<file path="src/rtl/block_cache_clock_replacement_defines.svh">
// ----------------------------------------------------------------------------
// Block cache clock replacement: assertion macros
// Shared assertion forms, clocked on clk and held off during rst.
// ----------------------------------------------------------------------------
`ifndef BLOCK_CACHE_CLOCK_REPLACEMENT_DEFINES_SVH
`define BLOCK_CACHE_CLOCK_REPLACEMENT_DEFINES_SVH

// Consequent must hold in the same cycle as the antecedent.
`define BCCR_ASSERT_SAME(lbl, ante, cons, msg) \
  lbl: assert property (@(posedge clk) disable iff (rst) (ante) |-> (cons)) \
    else $error(msg);

// Consequent must hold in the cycle after the antecedent.
`define BCCR_ASSERT_NEXT(lbl, ante, cons, msg) \
  lbl: assert property (@(posedge clk) disable iff (rst) (ante) |=> (cons)) \
    else $error(msg);

`endif

</file>
<file path="src/rtl/bccr_pkg.sv">
// ----------------------------------------------------------------------------
// Block cache clock replacement package
// Transfer types, action and status codes, and sequencer states.
// ----------------------------------------------------------------------------
package bccr_pkg;

  localparam int SLOT_FIELD_W = 6;
  localparam int SECTOR_W     = 32;

  // Action codes carried in the request
  localparam logic [2:0] ACT_READ_GET    = 3'd0;
  localparam logic [2:0] ACT_WRITE_GET   = 3'd1;
  localparam logic [2:0] ACT_RELEASE     = 3'd2;
  localparam logic [2:0] ACT_MARK_DIRTY  = 3'd3;
  localparam logic [2:0] ACT_FLUSH       = 3'd4;
  localparam logic [2:0] ACT_FLUSH_EMPTY = 3'd5;

  // Status codes carried in the response
  localparam logic [1:0] STATUS_OK         = 2'd0;
  localparam logic [1:0] STATUS_ALL_PINNED = 2'd1;
  localparam logic [1:0] STATUS_NOT_PINNED = 2'd2;
  localparam logic [1:0] STATUS_NOT_IN_USE = 2'd3;

  typedef struct packed {
    logic [2:0]              action;
    logic [SECTOR_W-1:0]     sector;
    logic [SLOT_FIELD_W-1:0] slot;
  } req_t;

  typedef struct packed {
    logic [SLOT_FIELD_W-1:0] slot_used;
    logic                    hit;
    logic                    writeback_valid;
    logic [SECTOR_W-1:0]     writeback_sector;
    logic                    fetch_valid;
    logic [1:0]              status;
    logic                    last;
  } rsp_t;

  // Control strobes from the sequencer to the tag and metadata store
  typedef struct packed {
    logic rd_en;
    logic wr_en;
    logic tag_we;
  } store_ctl_t;

  typedef enum logic [2:0] {
    S_IDLE,
    S_RD,
    S_EV,
    S_FILL,
    S_DONE
  } state_t;

  typedef enum logic [1:0] {
    PH_SEARCH,
    PH_CLOCK,
    PH_MODIFY,
    PH_FLUSH
  } phase_t;

endpackage

</file>
<file path="src/rtl/bccr_store.sv">
// ----------------------------------------------------------------------------
// Block cache clock replacement: tag and metadata store
// One tag memory and one metadata memory (pin count, dirty, accessed) that
// share a read address and a write address, with registered read data.
// ----------------------------------------------------------------------------
module bccr_store #(
  parameter int SLOTS = 64,
  parameter int PIN_W = 8
) (
  input  logic                         clk,
  input  bccr_pkg::store_ctl_t         ctl,
  input  logic [$clog2(SLOTS)-1:0]     rd_addr,
  input  logic [$clog2(SLOTS)-1:0]     wr_addr,
  input  logic [bccr_pkg::SECTOR_W-1:0] wr_tag,
  input  logic [PIN_W+1:0]             wr_meta,
  output logic [bccr_pkg::SECTOR_W-1:0] rd_tag,
  output logic [PIN_W+1:0]             rd_meta
);
  import bccr_pkg::*;

  logic [SECTOR_W-1:0] tag_mem  [SLOTS];
  logic [PIN_W+1:0]    meta_mem [SLOTS];

  // Write tag and metadata
  always_ff @(posedge clk) begin
    if (ctl.wr_en) begin
      meta_mem[wr_addr] <= wr_meta;
    end
    if (ctl.tag_we) begin
      tag_mem[wr_addr] <= wr_tag;
    end
  end

  // Read both memories, hold data until the next read
  always_ff @(posedge clk) begin
    if (ctl.rd_en) begin
      rd_tag  <= tag_mem[rd_addr];
      rd_meta <= meta_mem[rd_addr];
    end
  end

endmodule

</file>
<file path="src/rtl/block_cache_clock_replacement.sv">
// ----------------------------------------------------------------------------
// Block cache clock replacement
// Tag and metadata tracker of a sector cache with second-chance eviction.
// ----------------------------------------------------------------------------
// One request at a time. Each slot visit has two steps (read the tag and
// metadata memories, then evaluate and write back), because all slot state
// sits in one single-port-read memory pair. A get searches the slots in use
// from slot 0 for a hit; a miss with a free slot takes the next unused slot,
// and a miss with all slots in use runs a clock scan of up to two passes.
// Release and mark dirty visit only the named slot, if it is in use; a flush
// visits every slot in use and can also wait for the response side. Slots at
// or above the fill count are never read, so the store needs no clearing
// after reset or after flush and empty.
// ----------------------------------------------------------------------------
`include "block_cache_clock_replacement_defines.svh"

module block_cache_clock_replacement #(
  parameter int CACHE_SLOTS = 64,
  parameter int PIN_BITS    = 8
) (
  input  logic           clk,
  input  logic           rst,
  input  logic           req_valid,
  output logic           req_stall,
  input  bccr_pkg::req_t req,
  output logic           rsp_valid,
  input  logic           rsp_stall,
  output bccr_pkg::rsp_t rsp
);
  import bccr_pkg::*;

  localparam int SLOT_W = $clog2(CACHE_SLOTS);
  localparam int CNT_W  = $clog2(CACHE_SLOTS + 1);
  localparam int META_W = PIN_BITS + 2;
  localparam logic [PIN_BITS-1:0] PIN_MAX = '1;
  localparam logic [SLOT_W-1:0]   IDX_TOP = SLOT_W'(CACHE_SLOTS - 1);
  localparam logic [CNT_W-1:0]    CNT_FULL = CNT_W'(CACHE_SLOTS);

  state_t              state, state_next;
  phase_t              phase, phase_next;
  logic [SLOT_W-1:0]   idx, idx_next;
  logic [CNT_W-1:0]    slots_in_use, slots_in_use_next;
  logic [2:0]          act_q, act_next;
  logic [SECTOR_W-1:0] sector_q, sector_next;
  logic                seen_free, seen_free_next;
  logic                pend_valid, pend_valid_next;
  rsp_t                res, res_next;

  store_ctl_t          ctl;
  logic [SLOT_W-1:0]   wr_addr;
  logic [SECTOR_W-1:0] rd_tag;
  logic [META_W-1:0]   rd_meta, wr_meta;
  logic [PIN_BITS-1:0] rd_pin;
  logic                rd_dirty, rd_acc;
  logic                is_write;
  logic                idx_last_used;
  logic                out_free, out_load;
  rsp_t                out_word;

  bccr_store #(
    .SLOTS (CACHE_SLOTS),
    .PIN_W (PIN_BITS)
  ) u_store (
    .clk     (clk),
    .ctl     (ctl),
    .rd_addr (idx),
    .wr_addr (wr_addr),
    .wr_tag  (sector_q),
    .wr_meta (wr_meta),
    .rd_tag  (rd_tag),
    .rd_meta (rd_meta)
  );

  assign rd_pin        = rd_meta[META_W-1:2];
  assign rd_dirty      = rd_meta[1];
  assign rd_acc        = rd_meta[0];
  assign is_write      = (act_q == ACT_WRITE_GET);
  assign idx_last_used = ((CNT_W'(idx) + CNT_W'(1)) == slots_in_use);
  assign out_free      = !rsp_valid || !rsp_stall;
  assign req_stall     = rst || (state != S_IDLE);

  // Hold the sequencer registers
  always_ff @(posedge clk) begin
    if (rst) begin
      state        <= S_IDLE;
      phase        <= PH_SEARCH;
      slots_in_use <= '0;
      pend_valid   <= 1'b0;
      seen_free    <= 1'b0;
    end else begin
      state        <= state_next;
      phase        <= phase_next;
      slots_in_use <= slots_in_use_next;
      pend_valid   <= pend_valid_next;
      seen_free    <= seen_free_next;
    end
  end

  always_ff @(posedge clk) begin
    idx      <= idx_next;
    act_q    <= act_next;
    sector_q <= sector_next;
    res      <= res_next;
  end

  // Sequence one request over the slots
  always_comb begin
    state_next        = state;
    phase_next        = phase;
    idx_next          = idx;
    slots_in_use_next = slots_in_use;
    act_next          = act_q;
    sector_next       = sector_q;
    seen_free_next    = seen_free;
    pend_valid_next   = pend_valid;
    res_next          = res;
    ctl               = '0;
    wr_addr           = idx;
    wr_meta           = rd_meta;
    out_load          = 1'b0;
    out_word          = res;

    case (state)
      S_IDLE: begin
        if (req_valid) begin
          act_next        = req.action;
          sector_next     = req.sector;
          res_next        = '0;
          pend_valid_next = 1'b0;
          seen_free_next  = 1'b0;
          idx_next        = '0;
          case (req.action)
            ACT_READ_GET, ACT_WRITE_GET: begin
              phase_next = PH_SEARCH;
              state_next = (slots_in_use == '0) ? S_FILL : S_RD;
            end
            ACT_RELEASE, ACT_MARK_DIRTY: begin
              phase_next = PH_MODIFY;
              if (32'(req.slot) >= 32'(slots_in_use)) begin
                res_next.status = STATUS_NOT_IN_USE;
                state_next      = S_DONE;
              end else begin
                idx_next   = SLOT_W'(req.slot);
                state_next = S_RD;
              end
            end
            ACT_FLUSH, ACT_FLUSH_EMPTY: begin
              phase_next = PH_FLUSH;
              state_next = (slots_in_use == '0) ? S_DONE : S_RD;
            end
            default: begin
              state_next = S_DONE;
            end
          endcase
        end
      end

      S_RD: begin
        ctl.rd_en  = 1'b1;
        state_next = S_EV;
      end

      S_EV: begin
        case (phase)
          PH_SEARCH: begin
            if (rd_tag == sector_q) begin
              // Hit: pin, mark accessed, and dirty for a write
              ctl.wr_en = 1'b1;
              wr_meta   = {(rd_pin == PIN_MAX) ? rd_pin : rd_pin + PIN_BITS'(1),
                           rd_dirty | is_write, 1'b1};
              res_next.slot_used = SLOT_FIELD_W'(idx);
              res_next.hit       = 1'b1;
              state_next         = S_DONE;
            end else if (idx_last_used) begin
              if (slots_in_use != CNT_FULL) begin
                state_next = S_FILL;
              end else begin
                phase_next = PH_CLOCK;
                idx_next   = '0;
                state_next = S_RD;
              end
            end else begin
              idx_next   = idx + SLOT_W'(1);
              state_next = S_RD;
            end
          end

          PH_CLOCK: begin
            state_next = S_RD;
            if (rd_pin == '0 && !rd_acc) begin
              // Victim: report old dirty contents, refill
              ctl.wr_en  = 1'b1;
              ctl.tag_we = 1'b1;
              wr_meta    = {PIN_BITS'(1), is_write, 1'b1};
              res_next.slot_used        = SLOT_FIELD_W'(idx);
              res_next.writeback_valid  = rd_dirty;
              res_next.writeback_sector = rd_dirty ? rd_tag : '0;
              res_next.fetch_valid      = 1'b1;
              state_next                = S_DONE;
            end else begin
              if (rd_pin == '0) begin
                // Second chance: drop the accessed bit
                ctl.wr_en      = 1'b1;
                wr_meta        = {rd_pin, rd_dirty, 1'b0};
                seen_free_next = 1'b1;
              end
              if (idx == IDX_TOP) begin
                idx_next = '0;
                if (!seen_free_next) begin
                  res_next.status = STATUS_ALL_PINNED;
                  state_next      = S_DONE;
                end
              end else begin
                idx_next = idx + SLOT_W'(1);
              end
            end
          end

          PH_MODIFY: begin
            state_next = S_DONE;
            if (act_q == ACT_RELEASE) begin
              if (rd_pin == '0) begin
                res_next.status = STATUS_NOT_PINNED;
              end else begin
                ctl.wr_en = 1'b1;
                wr_meta   = {rd_pin - PIN_BITS'(1), rd_dirty, rd_acc};
              end
            end else begin
              ctl.wr_en = 1'b1;
              wr_meta   = {rd_pin, 1'b1, rd_acc};
            end
          end

          default: begin
            // Flush: hold back each dirty slot until the next one is known
            if (!(rd_dirty && pend_valid && !out_free)) begin
              ctl.wr_en = 1'b1;
              wr_meta   = {rd_pin, 1'b0, 1'b0};
              if (rd_dirty) begin
                if (pend_valid) begin
                  out_load      = 1'b1;
                  out_word      = res;
                  out_word.last = 1'b0;
                end
                res_next                  = '0;
                res_next.slot_used        = SLOT_FIELD_W'(idx);
                res_next.writeback_valid  = 1'b1;
                res_next.writeback_sector = rd_tag;
                pend_valid_next           = 1'b1;
              end
              if (idx_last_used) begin
                state_next = S_DONE;
              end else begin
                idx_next   = idx + SLOT_W'(1);
                state_next = S_RD;
              end
            end
          end
        endcase
      end

      S_FILL: begin
        // Take the next unused slot
        wr_addr           = SLOT_W'(slots_in_use);
        ctl.wr_en         = 1'b1;
        ctl.tag_we        = 1'b1;
        wr_meta           = {PIN_BITS'(1), is_write, 1'b1};
        slots_in_use_next = slots_in_use + CNT_W'(1);
        res_next.slot_used   = SLOT_FIELD_W'(slots_in_use);
        res_next.fetch_valid = 1'b1;
        state_next           = S_DONE;
      end

      S_DONE: begin
        if (out_free) begin
          out_load      = 1'b1;
          out_word      = res;
          out_word.last = 1'b1;
          if (act_q == ACT_FLUSH_EMPTY) begin
            slots_in_use_next = '0;
          end
          state_next = S_IDLE;
        end
      end

      default: begin
        state_next = S_IDLE;
      end
    endcase
  end

  // Hold the response register until its transfer
  always_ff @(posedge clk) begin
    if (rst) begin
      rsp_valid <= 1'b0;
    end else if (out_load) begin
      rsp_valid <= 1'b1;
    end else if (!rsp_stall) begin
      rsp_valid <= 1'b0;
    end
  end

  always_ff @(posedge clk) begin
    if (out_load) begin
      rsp <= out_word;
    end
  end

  `BCCR_ASSERT_SAME(a_fill_bound, 1'b1, slots_in_use <= CNT_FULL, "fill count past slot count")
  `BCCR_ASSERT_SAME(a_mid_only_flush, rsp_valid && !rsp.last, (act_q == ACT_FLUSH) || (act_q == ACT_FLUSH_EMPTY), "non-final response outside flush")
  `BCCR_ASSERT_SAME(a_hit_no_move, rsp_valid && rsp.hit, !rsp.fetch_valid && !rsp.writeback_valid, "hit with disk request")
  `BCCR_ASSERT_NEXT(a_accept_busy, req_valid && !req_stall, state != S_IDLE, "request accepted but sequencer idle")

endmodule
</file>
<file path="config.mk">
export PLATFORM = sky130hd
export DESIGN_NAME = block_cache_clock_replacement
export DESIGN_NICKNAME = d
export VERILOG_FILES = /design/src/rtl/bccr_pkg.sv /design/src/rtl/bccr_store.sv /design/src/rtl/block_cache_clock_replacement.sv
export VERILOG_INCLUDE_DIRS = /design/src /design/src/rtl
export SDC_FILE = /design/constraint.sdc
export NUM_CORES = 2
export LEC_CHECK = 0
export BUFFER_PORTS_ARGS = -buffer_cell sky130_fd_sc_hd__clkbuf_2
export CAP_MARGIN = 10
export CELL_PAD_IN_SITES_DETAIL_PLACEMENT = 1
export CELL_PAD_IN_SITES_GLOBAL_PLACEMENT = 1
export CORE_MARGIN = 2
export CORE_UTILIZATION = 55
export CTS_CLUSTER_SIZE = 14
export DETAILED_ROUTE_END_ITERATION = 12
export PLACE_DENSITY_LB_ADDON = 0.1
export SLEW_MARGIN = 20
export SYNTH_ARGS = -nofsm -noshare
export SYNTH_HDL_FRONTEND = slang
export SYNTH_SLANG_ARGS = --single-unit
</file>
<file path="constraint.sdc">
create_clock -name clk -period 9.83 [get_ports clk]
set_input_delay 1.966 -clock clk [delete_from_list [all_inputs] [get_ports clk]]
set_output_delay 1.966 -clock clk [all_outputs]
set_load 0.01 [all_outputs]
</file>
==> impl_metrics.json <==
{
  "required_ps": 10390,
  "syn_area_um2": 111000,
  "cap_violations": 0,
  "ant_nets": 0,
  "totalPowerFinal_mw": 27.2,
  "arrival_ps": 5610,
  "io_buffers": 90,
  "slowest_stage": "nor2_4",
  "crit_path_start_kind": "flip-flop",
  "fin_crit_ps": 5050,
  "clk_pin_slew_ps": 60,
  "dp_hpwl_um": 161000,
  "grt_pass1_vias": 54000,
  "setup_violations": 0,
  "die-area_um2": 205000,
  "fillCellCount": 15600,
  "die_h_um": 452,
  "antenna_found_initial": 16,
  "avgSynthCellArea_um2": 24.1,
  "core_region_area_um2": 200000,
  "stdcell_count": 7801,
  "worstHoldPathType": "reg -> reg",
  "syn_inst": 4596,
  "via_per_inst": 6.80,
  "area_growth_pct": 13.1,
  "cts-resized-gates": 0,
  "whs_ps": 419,
  "post-route-period-util_pct": 51.4,
  "ys_seq_area_share_pct": 77.9,
  "clockBufferDepth": 4,
  "drc_errors": 0,
  "wl_met3_um": 26900,
  "ff2ff_setup_slack_ps": 4780,
  "clockRootBuffer": "clkbuf_16",
  "maxSlewViolCount": 0,
  "met2_length_um": 144000,
  "grt_pass1_wl_um": 424000,
  "rsz0062_at_grt": "no",
  "gp_congestion": 0.828,
  "htreeDepth": 5,
  "cts_setup_buffers": 0,
  "cts_tree": "built",
  "ioPinCount": 91,
  "wl_met1_um": 122000,
  "dr.pass1.iters": 5,
  "critPathMaxFanout": 23,
  "fmax_mhz": 198,
  "synth_fp_nets": 4661,
  "grt-ovfl-total": 0,
  "yosys_most_used_dff": "edfxtp_1",
  "leakagePower_nw": 38.3,
  "wl_per_cell_um": 38.5,
  "synth_warnings": 0,
  "synthArstFlopShare_pct": 0,
  "layout_common_cells": "edfxtp_1 (2858), mux4_2 (882), clkbuf_16 (310)",
  "synth_enable_flop_cells": 2858,
  "routed_wl_um": 301000,
  "worst_slew_pin_slew_ps": 1180,
  "dp.cells": 7290,
  "start_util_pct": 55.3,
  "fin_nets": 5008,
  "critical-path-max-stage-delay_ps": 680,
  "final_hold_viol_count": 0,
  "cts_sinks": 2873,
  "cts_hold_buffers": 0,
  "cts_buffers": 305,
  "highest_layer": "met5",
  "power_density_nw_per_um2": 217,
  "dieWidth_um": 452,
  "yosysUniqueCellTypes": 66,
  "tns_ps": 0,
  "layout_commonest_cell": "edfxtp_1",
  "status": "finished clean",
  "crit_type": "reg -> reg",
  "max_slew_margin_pct": 20.3,
  "peakVddDrop_mv": 0.220,
  "grt_start_max_net_pins": 144,
  "finClkSkew_ps": 53.2,
  "insertion_delay_ps": 940,
  "rows": 164,
  "post-place-ws_ps": 4650,
  "grt_usage_pct": 29.9,
  "cp-end-kind": "flip-flop",
  "crit_family": "simple AND/OR/NAND/NOR gates",
  "vias": 53000,
  "ys_ff_latch": 2873,
  "drtIter0Drc": 7096,
  "antenna_cells": 0,
  "fin_ws_ps": 4780,
  "drive_gt1_share_pct": 32.8,
  "path_cells": "inv_1 > ha_1 > nor4b_1 > and2_1 > ha_1 > and2_1 > o21ai_0 > nor2_1 > nand2_1 > nor2_4 > buf_4",
  "path_buf_inv": 2
}
[routing by layer]
layer | vias to the layer above | track usage [%]
met4 | 2 | 7.98
li1 | 20500 | -
met2 | 2982 | 46.4
met3 | 448 | 5.34
met5 | - | 0
met1 | 29100 | 44.8
[cell usage after synthesis, drive strengths merged, types with 3 or more instances]
cell	instances	area (µm²)
edfxtp	2858	85800
mux4	882	19900
clkbuf	136	510
buf	114	537
nor2	107	402
nand2	54	203
nor3	53	265
xnor2	46	403
and2	38	238
a21oi	28	140
nor4	27	169
o21ai	26	130
inv	23	86.3
ha	20	250
nand3	18	90.1
nand4	17	106
dfxtp	15	300
mux2i	12	120
o31ai	10	75.1
nand2b	9	56.3
a31oi	8	50.1
and3	8	50.1
a21o	6	45.0
nand3b	6	45.0
o22ai	5	31.3
a21boi	4	30.0
a32o	4	40.0
nor3b	4	30.0
xor2	4	35.0
a22o	3	26.3
a22oi	3	22.5
a2bb2oi	3	26.3
a31o	3	26.3
nor2b	3	18.8
o211ai	3	22.5
or3b	3	26.3
or4	3	22.5
[stage by stage]
stage	util (%)	area, µm²
2_1_floorplan	-	111000
3_3_place_gp	57.9	116000
3_5_place_dp	57.9	116000
4_1_cts	62.5	125000
5_1_grt	62.6	125000
6_report	62.6	125000
[cell type report]
type | count | area (µm²) | share of cell area, %
flip-flops and latches | 2873 | 86100 | 68.9
clock buffers | 383 | 8050 | 6.44
well taps | 2656 | 3320 | 2.66
inverters | 24 | 90.1 | 0.0721
repair buffers | 290 | 2060 | 1.65
multi-input cells | 1449 | 24200 | 19.4
clock inverters | 126 | 1130 | 0.905
[state kept, by name, indices dropped and copies added (netlist names)]
signal,count
rsp_valid,1
act_q,3
seen_free,1
u_store.rd_tag,32
u_store.rd_meta,10
rsp,44
idx,6
res,43
pend_valid,1
sector_q,32
phase,2
u_store.tag_mem,2048
state,3
slots_in_use,7
u_store.meta_mem,640
[where the power goes]
part	leakage (nW)	switching (mW)	internal, mW
sequential	25.9	0.0479	13.7
combinational	7.94	1.50	1.06
clock	4.48	4.53	6.33
[final timing paths]
path | startpoint | endpoint | cells after the start
worst max-delay path | u_store.rd_meta[2]$_DFFE_PP_ | u_store.tag_mem[17][7]$_DFFE_PP_ | 11
worst max register to register | u_store.rd_meta[2]$_DFFE_PP_ | u_store.tag_mem[17][7]$_DFFE_PP_ | 11
worst min register to register | res[35]$_SDFFCE_PN0P_ | rsp[35]$_DFFE_PP_ | 0
worst min-delay path | res[35]$_SDFFCE_PN0P_ | rsp[35]$_DFFE_PP_ | 0
[kinds of logic (layout without fill, tap and decap cells)]
logic type	count (synthesis)	after routing	share of synthesized area, %
flops	2873	2873	77.9
mux	894	894	18.1
simple gates	357	357	1.61
buf+inv	274	823	1.03
compound gates	127	127	0.769
xor+xnor	51	51	0.416
fa+ha+maj	20	20	0.226
(Power assumes the default switching activity.)
